[config.mk]
export PLATFORM = sky130hd
export DESIGN_NAME = ssps_sqrt
export DESIGN_NICKNAME = d
export VERILOG_FILES = /design/src/rtl/core/ssps_pkg.sv /design/src/rtl/core/ssps_sqrt.sv
export SDC_FILE = /design/constraint.sdc
export NUM_CORES = 2
export LEC_CHECK = 0
export BUFFER_PORTS_ARGS = -buffer_cell sky130_fd_sc_hd__buf_2
export CAP_MARGIN = 20
export CORE_MARGIN = 8
export CORE_UTILIZATION = 45
export CTS_CLUSTER_DIAMETER = 150
export CTS_CLUSTER_SIZE = 16
export DETAILED_ROUTE_END_ITERATION = 10
export SYNTH_ARGS = -nofsm -noshare
export SYNTH_HDL_FRONTEND = slang
export SYNTH_SLANG_ARGS = --single-unit
[constraint.sdc]
create_clock -name clk -period 13.7 [get_ports clk]
set_input_delay 3.425 -clock clk [delete_from_list [all_inputs] [get_ports clk]]
set_output_delay 3.425 -clock clk [all_outputs]
set_load 0.05 [all_outputs]
[src/rtl/core/ssps_pkg.sv]
// Package for the sphere surface point sampler.
// Holds the transaction structs, register codes, widths and the input conversion.
// Depends on nothing; every module of the block imports it.
`default_nettype none

package ssps_pkg;

	// Width of each random fraction at the input.
	localparam int RAND_BITS = 16;
	// Fraction bits of the internal Q2.30 values.
	localparam int FRAC_BITS = 30;
	// Width of d, of the coordinates and of the registers.
	localparam int DW = 32;

	// Square root unit: radicand, root and partial remainder widths.
	localparam int SQ_RAD_W = 2 * DW;
	localparam int SQ_ROOT_W = SQ_RAD_W / 2;
	localparam int SQ_REM_W = SQ_ROOT_W + 4;
	// Result bits resolved in each square root stage.
	localparam int SQ_STEPS_PER_STAGE = 4;
	localparam int SQ_STAGES = SQ_ROOT_W / SQ_STEPS_PER_STAGE;

	// Cycles from an accepted start to the result strobe edge.
	localparam int LATENCY = 4 + SQ_STAGES + 5;

	// Configuration port.
	localparam int ADDR_W = 5;
	localparam int CFG_W = 32;

	// d = 1 at scale 2^-30.
	localparam logic [DW-1:0] ONE_D = DW'(1) << FRAC_BITS;

	typedef enum logic [2:0] {
		REG_ORIGIN_X = 3'd0,
		REG_ORIGIN_Y = 3'd1,
		REG_ORIGIN_Z = 3'd2,
		REG_SCALE_X  = 3'd3,
		REG_SCALE_Y  = 3'd4,
		REG_SCALE_Z  = 3'd5
	} cfg_reg_t;

	typedef struct packed {
		logic [RAND_BITS-1:0] rand_a;
		logic [RAND_BITS-1:0] rand_b;
	} sample_t;

	typedef struct packed {
		logic signed [DW-1:0] point_x;
		logic signed [DW-1:0] point_y;
		logic signed [DW-1:0] point_z;
	} point_t;

	// Values that ride alongside the square root.
	typedef struct packed {
		logic signed [DW-1:0] d1;
		logic signed [DW-1:0] d2;
		logic signed [DW-1:0] cz;
	} side_t;

	// Working state of the digit-by-digit square root.
	typedef struct packed {
		logic [SQ_REM_W-1:0]  rem;
		logic [SQ_ROOT_W-1:0] root;
		logic [SQ_RAD_W-1:0]  rad;
	} sq_state_t;

	// Turns a random fraction into d = 1 - 2u at scale 2^-30 (exact).
	function automatic logic signed [DW-1:0] to_fixed(input logic [RAND_BITS-1:0] r);
		logic [RAND_BITS+FRAC_BITS-1:0] w;
		logic [FRAC_BITS-1:0]           q;
		w = {r, {FRAC_BITS{1'b0}}};
		q = w[RAND_BITS+FRAC_BITS-1 -: FRAC_BITS];
		return $signed(ONE_D - {1'b0, q, 1'b0});
	endfunction

endpackage

`default_nettype wire

[src/rtl/core/ssps_sqrt.sv]
// Pipelined integer square root for the sphere surface point sampler.
// Resolves four root bits per stage and carries a side struct along.
// Depends on ssps_pkg.
`default_nettype none

module ssps_sqrt
	import ssps_pkg::*;
(
	input  wire logic                 clk,
	input  wire logic                 arst_n,
	input  wire logic                 vld_in,
	input  wire logic [SQ_RAD_W-1:0]  rad_in,
	input  wire side_t                side_in,
	output logic                      vld_out,
	output logic [SQ_ROOT_W-1:0]      root_out,
	output side_t                     side_out
);

	// One restoring step per result bit, several steps per stage.
	function automatic sq_state_t sq_stage(input sq_state_t st);
		sq_state_t            v;
		logic [SQ_REM_W-1:0]  cur;
		logic [SQ_REM_W-1:0]  trial;
		v = st;
		for (int i = 0; i < SQ_STEPS_PER_STAGE; i++) begin
			cur   = {v.rem[SQ_REM_W-3:0], v.rad[SQ_RAD_W-1 -: 2]};
			trial = SQ_REM_W'({v.root, 2'b01});
			if (cur >= trial) begin
				v.rem  = cur - trial;
				v.root = {v.root[SQ_ROOT_W-2:0], 1'b1};
			end else begin
				v.rem  = cur;
				v.root = {v.root[SQ_ROOT_W-2:0], 1'b0};
			end
			v.rad = {v.rad[SQ_RAD_W-3:0], 2'b00};
		end
		return v;
	endfunction

	sq_state_t sq_s   [SQ_STAGES];
	side_t     side_s [SQ_STAGES];
	logic      vld_s  [SQ_STAGES];
	sq_state_t stage_in  [SQ_STAGES];
	sq_state_t stage_out [SQ_STAGES];

	// The first stage starts from an empty remainder and root.
	assign stage_in[0] = '{rem: '0, root: '0, rad: rad_in};

	for (genvar k = 0; k < SQ_STAGES; k++) begin : g_stage
		if (k > 0) begin : g_link
			assign stage_in[k] = sq_s[k-1];
		end

		assign stage_out[k] = sq_stage(stage_in[k]);

		// Valid bit of the stage.
		always_ff @(posedge clk or negedge arst_n) begin
			if (!arst_n) begin
				vld_s[k] <= 1'b0;
			end else begin
				vld_s[k] <= (k == 0) ? vld_in : vld_s[(k == 0) ? 0 : k-1];
			end
		end

		// Stage payload.
		always_ff @(posedge clk) begin
			sq_s[k]   <= stage_out[k];
			side_s[k] <= (k == 0) ? side_in : side_s[(k == 0) ? 0 : k-1];
		end
	end

	assign vld_out  = vld_s[SQ_STAGES-1];
	assign root_out = sq_s[SQ_STAGES-1].root;
	assign side_out = side_s[SQ_STAGES-1];

endmodule

`default_nettype wire

* After elaboration in Yosys (flattened, before gate mapping)
Memories as Yosys holds them, arrays and structs flattened.
Index checks and enable logic that the tools add are counted.
** Operators by class
- $add $sub $neg :: 32
- Magnitude comparators :: 32
- Multiplexer cells :: 32
** Operators by type and width (number)
- 2-to-1 mux 66 bit :: 24
- greater-or-equal comparator 36 x 34 -> 1 bit :: 31
- subtractor 34 bit :: 23
- 2-to-1 mux 68 bit :: 8
- subtractor 36 x 34 -> 36 bit :: 8
- subtractor 2 x 1 -> 3 bit, second input constant :: 1
- greater-or-equal comparator 2 x 1 -> 1 bit, second input constant :: 1
** Word-level totals
- Register bits :: 8
- Bits in writable memories :: 1760
- Input port bits :: 163
- Word-level logic and storage cells :: 106
- Memories kept :: 2
** Memories
- sq_s :: words 8, width 124, rd ports 8, clocked after memory_dff 0, write ports 8, line ssps_sqrt.sv:40 : sq_state_t sq_s [SQ_STAGES];
- side_s :: words 8, width 96, rd ports 8, clocked after memory_dff 0, write ports 8, line ssps_sqrt.sv:41 : side_t side_s [SQ_STAGES];

* Logic depth before layout (Yosys ltp)
An unclocked memory read counts as a cell.
- Depth in word-level cells :: 9
- Mapped depth :: 65
- Depth with buffers taken out :: 62

* Worst setup path before layout
Ideal clock, no wire load.
- Kind :: register to register
- Start :: mem sq_s[1][75] (netlist bit)
- End :: mem sq_s[1][243] (netlist bit)
- Library setup time :: 0.135 ns
- Arrival time :: 11.604 ns
- Required time :: 13.565 ns
- Slack :: 1.961 ns
- Stages on the path, launching flop included :: 56
- Path buffers :: 8
- Period minus slack after synthesis :: 11.739 ns
- Path through :: dfxtp_1 > inv_1 > ha_1 > clkbuf_1 > a2111oi_2 > nand4_1 > nor3_1 > nand2_1 > inv_1 > clkbuf_1 > buf_1 > nand2_1 > o21ai_0 > ha_1 > a211oi_1 > o21ai_0 > a221oi_1 > o21ai_0 > [... 20 more ...] > or4b_1 > buf_2 > inv_1 > clkbuf_1 > clkbuf_1 > nand2_1 > o21ai_0 > ha_1 > and4_1 > nand2_1 > o311a_1 > o21a_1 > o21a_1 > o31a_1 > o2111ai_4 > nand2b_2 > nor4b_1 > xor2_1
** RTL lines (line)
- start: declaration :: ssps_sqrt.sv:40

==> reports/metrics.cfg <==
[outcome]
outcome=finished, final reports clean

[clock_tree]
holdBufCountCts=0
worstSkewPairLatency_ps=810
clockBufferDepth=3
cts-htree-levels=3
clk_root_buffer_cell=clkbuf_16
tritoncts=built
cts_buffers=99
clk_pin_slew_worst_paths_ps=80
clock_sinks=1382

[sta]
slew_viol_final=0
rsz0062_at_grt=no
hold_viol=0
setup_tns_ps=0
setup_viol=0
worstMarginPinSlew_ps=1043
period_minus_slack_ps=12680
achievable-frequency_mhz=78.85
fin_crit_sh=0.9257
skew_ps=96.40
relSlewSlack=0.2868

[logic_synthesis]
avgSynthCellArea_um2=8.659
ys_warn_count=0
synthDistinctLibCells=126
synth_fa_ha_area_frac=0.09270
yosys-top-cells-count=1374 x dfxtp_1, 698 x a21oi_1, 698 x nand2_1
synth-xor-area-share=0.08597
synth_top_area_share=0.3639
synth_edf_count=0
synth_top_family_by_area=compound AO/OA/AOI/OAI gates
synth_top_area_cell=dfxtp_1
syn-cell-area_mm2=0.07558
ys_async_sr_fraction=0.005789
ys_top_cells_by_area=dfxtp_1 36%, ha_1 9.3%, xnor2_1 5.7%, a21oi_1 4.6%, nand2_1 3.5%
yosys-mux-area-fraction=0.01690
synthFlopType=dfxtp_1
synth_seq_cells=1382
yosys.area_share.simple=0.1895
ys_seq_area_frac=0.3666
netlist_instances=8729
synth.most_common_cell=dfxtp_1
synth_compound_gate_area_share=0.2036

[worst_setup_path]
required_ps=14430
startpoint_type=flip-flop
critPathCaptureType=flip-flop
crit_fanout=26
crit_slowest_cell=or4_1
critical_path_buf_inv_count=6
worstPathArrival_ps=13410
critPathKind=reg2reg
cpLargestDelayFamily=simple AND/OR/NAND/NOR gates
slowest_delay_ps=610

[layout]
multi_input_area_mm2=0.04454
diodes=0
drive_above_1_share=0.08270
fill_cells=16180
area_delta_synth_final_pct=7.362
fin_area_mm2=0.08115
fin_nets=9533
seqCellArea_mm2=0.02771

[place]
detailed_place_hpwl_mm=180.4
io_buffers=291
placed_area_mm2=0.07833
place.gp.congestion=0.9588

[run]
cap_viol_max_count=0

[global_routing]
antenna_found_initial=4
grt_pass1_vias=60630
grt_use_total=0.2381
grt-ovfl-total=0
grt_pass1_wl_mm=348.4
grt_max_degree=54

[route]
postRouteAntennaNets=0
highest_layer=met4
avgRoutedWirePerCell_um=20.42
met3_length_mm=10.96
vias_per_cell=5.745
met2WireLength_mm=106.3
wirelength_mm=225.2
routed-via-count=63380
drc=0
m1WireLength_mm=99.01
firstDrtPassIters=6
drtIter0Drc=5111

[power]
p_leak_nw=35.84
powerDensity_mw_per_mm2=169.4
peakVddDrop_mv=0.1136
finalPower_mw=13.75

[die]
initial_core_util=0.4525
ioPinCount=292
fp.dieH_um=425.8
dieArea_mm2=0.1813
core-area_mm2=0.1670
die_x_um=425.8
num_rows=150

[min_path]
hold_path_class=reg2reg

[cell families after synthesis]
| logic type | Yosys count |
|---|---|
| adders and majority gates | 560 |
| DFF | 1382 |
| muxes | 117 |
| buffers and inverters | 741 |
| and+or+nand+nor | 2820 |
| xor gates and xnor gates | 741 |
| AOI/OAI and AO/OA | 2367 |
| other | 1 |
[state kept, by name (all words and copies together) (netlist names)]
signal / flops
side_s: 768
sq_s: 606
vld_out: 1
vld_s: 7
[timing repair]
action                                  4_1_cts  5_1_grt
endpoints found under the setup margin        0       39
hold endpoints to repair                      0        0
buffers inserted                              0        0
gates resized for setup                       0        6
[stage by stage]
stage	util	std cells	setup slack, ps	hold WS, ps
global placement	0.4689	10910	949.4	309.5
floorplan	-	8731	1961	309.6
global route	0.4858	11030	67.59	295.9
CTS	0.4856	11030	861.0	271.5
finish	0.4858	11030	1017	276.1
detailed placement	0.4689	10910	932.6	312.1
[worst reg2reg max path: cells and delay by family (launching register included)]
kind                       cells  cell delay [ps]
adders and majority gates      3             1210
and+or+nand+nor               22             6200
xor gates and xnor gates       1              130
buffers and inverters          6             1540
muxes                          1              120
AOI/OAI and AO/OA             11             3020
DFF                            1              400
[cell usage in the layout, fill, tap and decap left out, types with 292 or more instances in the layout]
cell type	count
a21o_1	310
a21oi_1	698
buf_2	292
dfxtp_1	1374
ha_1	560
inv_1	344
nand2_1	698
nor2_1	684
o21ai_0	498
xnor2_1	494
[where the power goes]
part | switching, mW | internal (mW)
combinational | 3.87 | 2.26
clock | 1.42 | 1.32
sequential | 0.420 | 4.45
total | 5.71 | 8.04
[worst paths after layout]
check	depth (start not counted)	endpoint	startpoint	slack, ps
worst max register to register	44	sq_s[0][483]	sq_s[0][354]	1020
worst min-delay path	0	side_s[1][265]	side_s[1][169]	280
worst max-delay path	44	sq_s[0][483]	sq_s[0][354]	1020
max in group asynchronous	1	vld_s[4]	arst_n	11090
worst min register to register	0	side_s[1][265]	side_s[1][169]	280
min in group asynchronous	1	vld_s[6]	arst_n	2450
[area by class of cell]
cell class | count | area share
inverters | 360 | 0.01673
multi-input cells | 6608 | 0.5489
well taps | 2204 | 0.03398
repair buffers | 359 | 0.02467
clock buffers | 104 | 0.03102
clock inverters | 14 | 0.003253
flip-flops and latches | 1382 | 0.3414
[routing by layer]
layer	global-route usage	vias to the layer above
met5	0	-
met4	0.08487	0
met3	0.02849	403
met2	0.4094	1804
met1	0.3075	29810
li1	-	31360
Note: power is estimated with default switching activity, not from simulation.
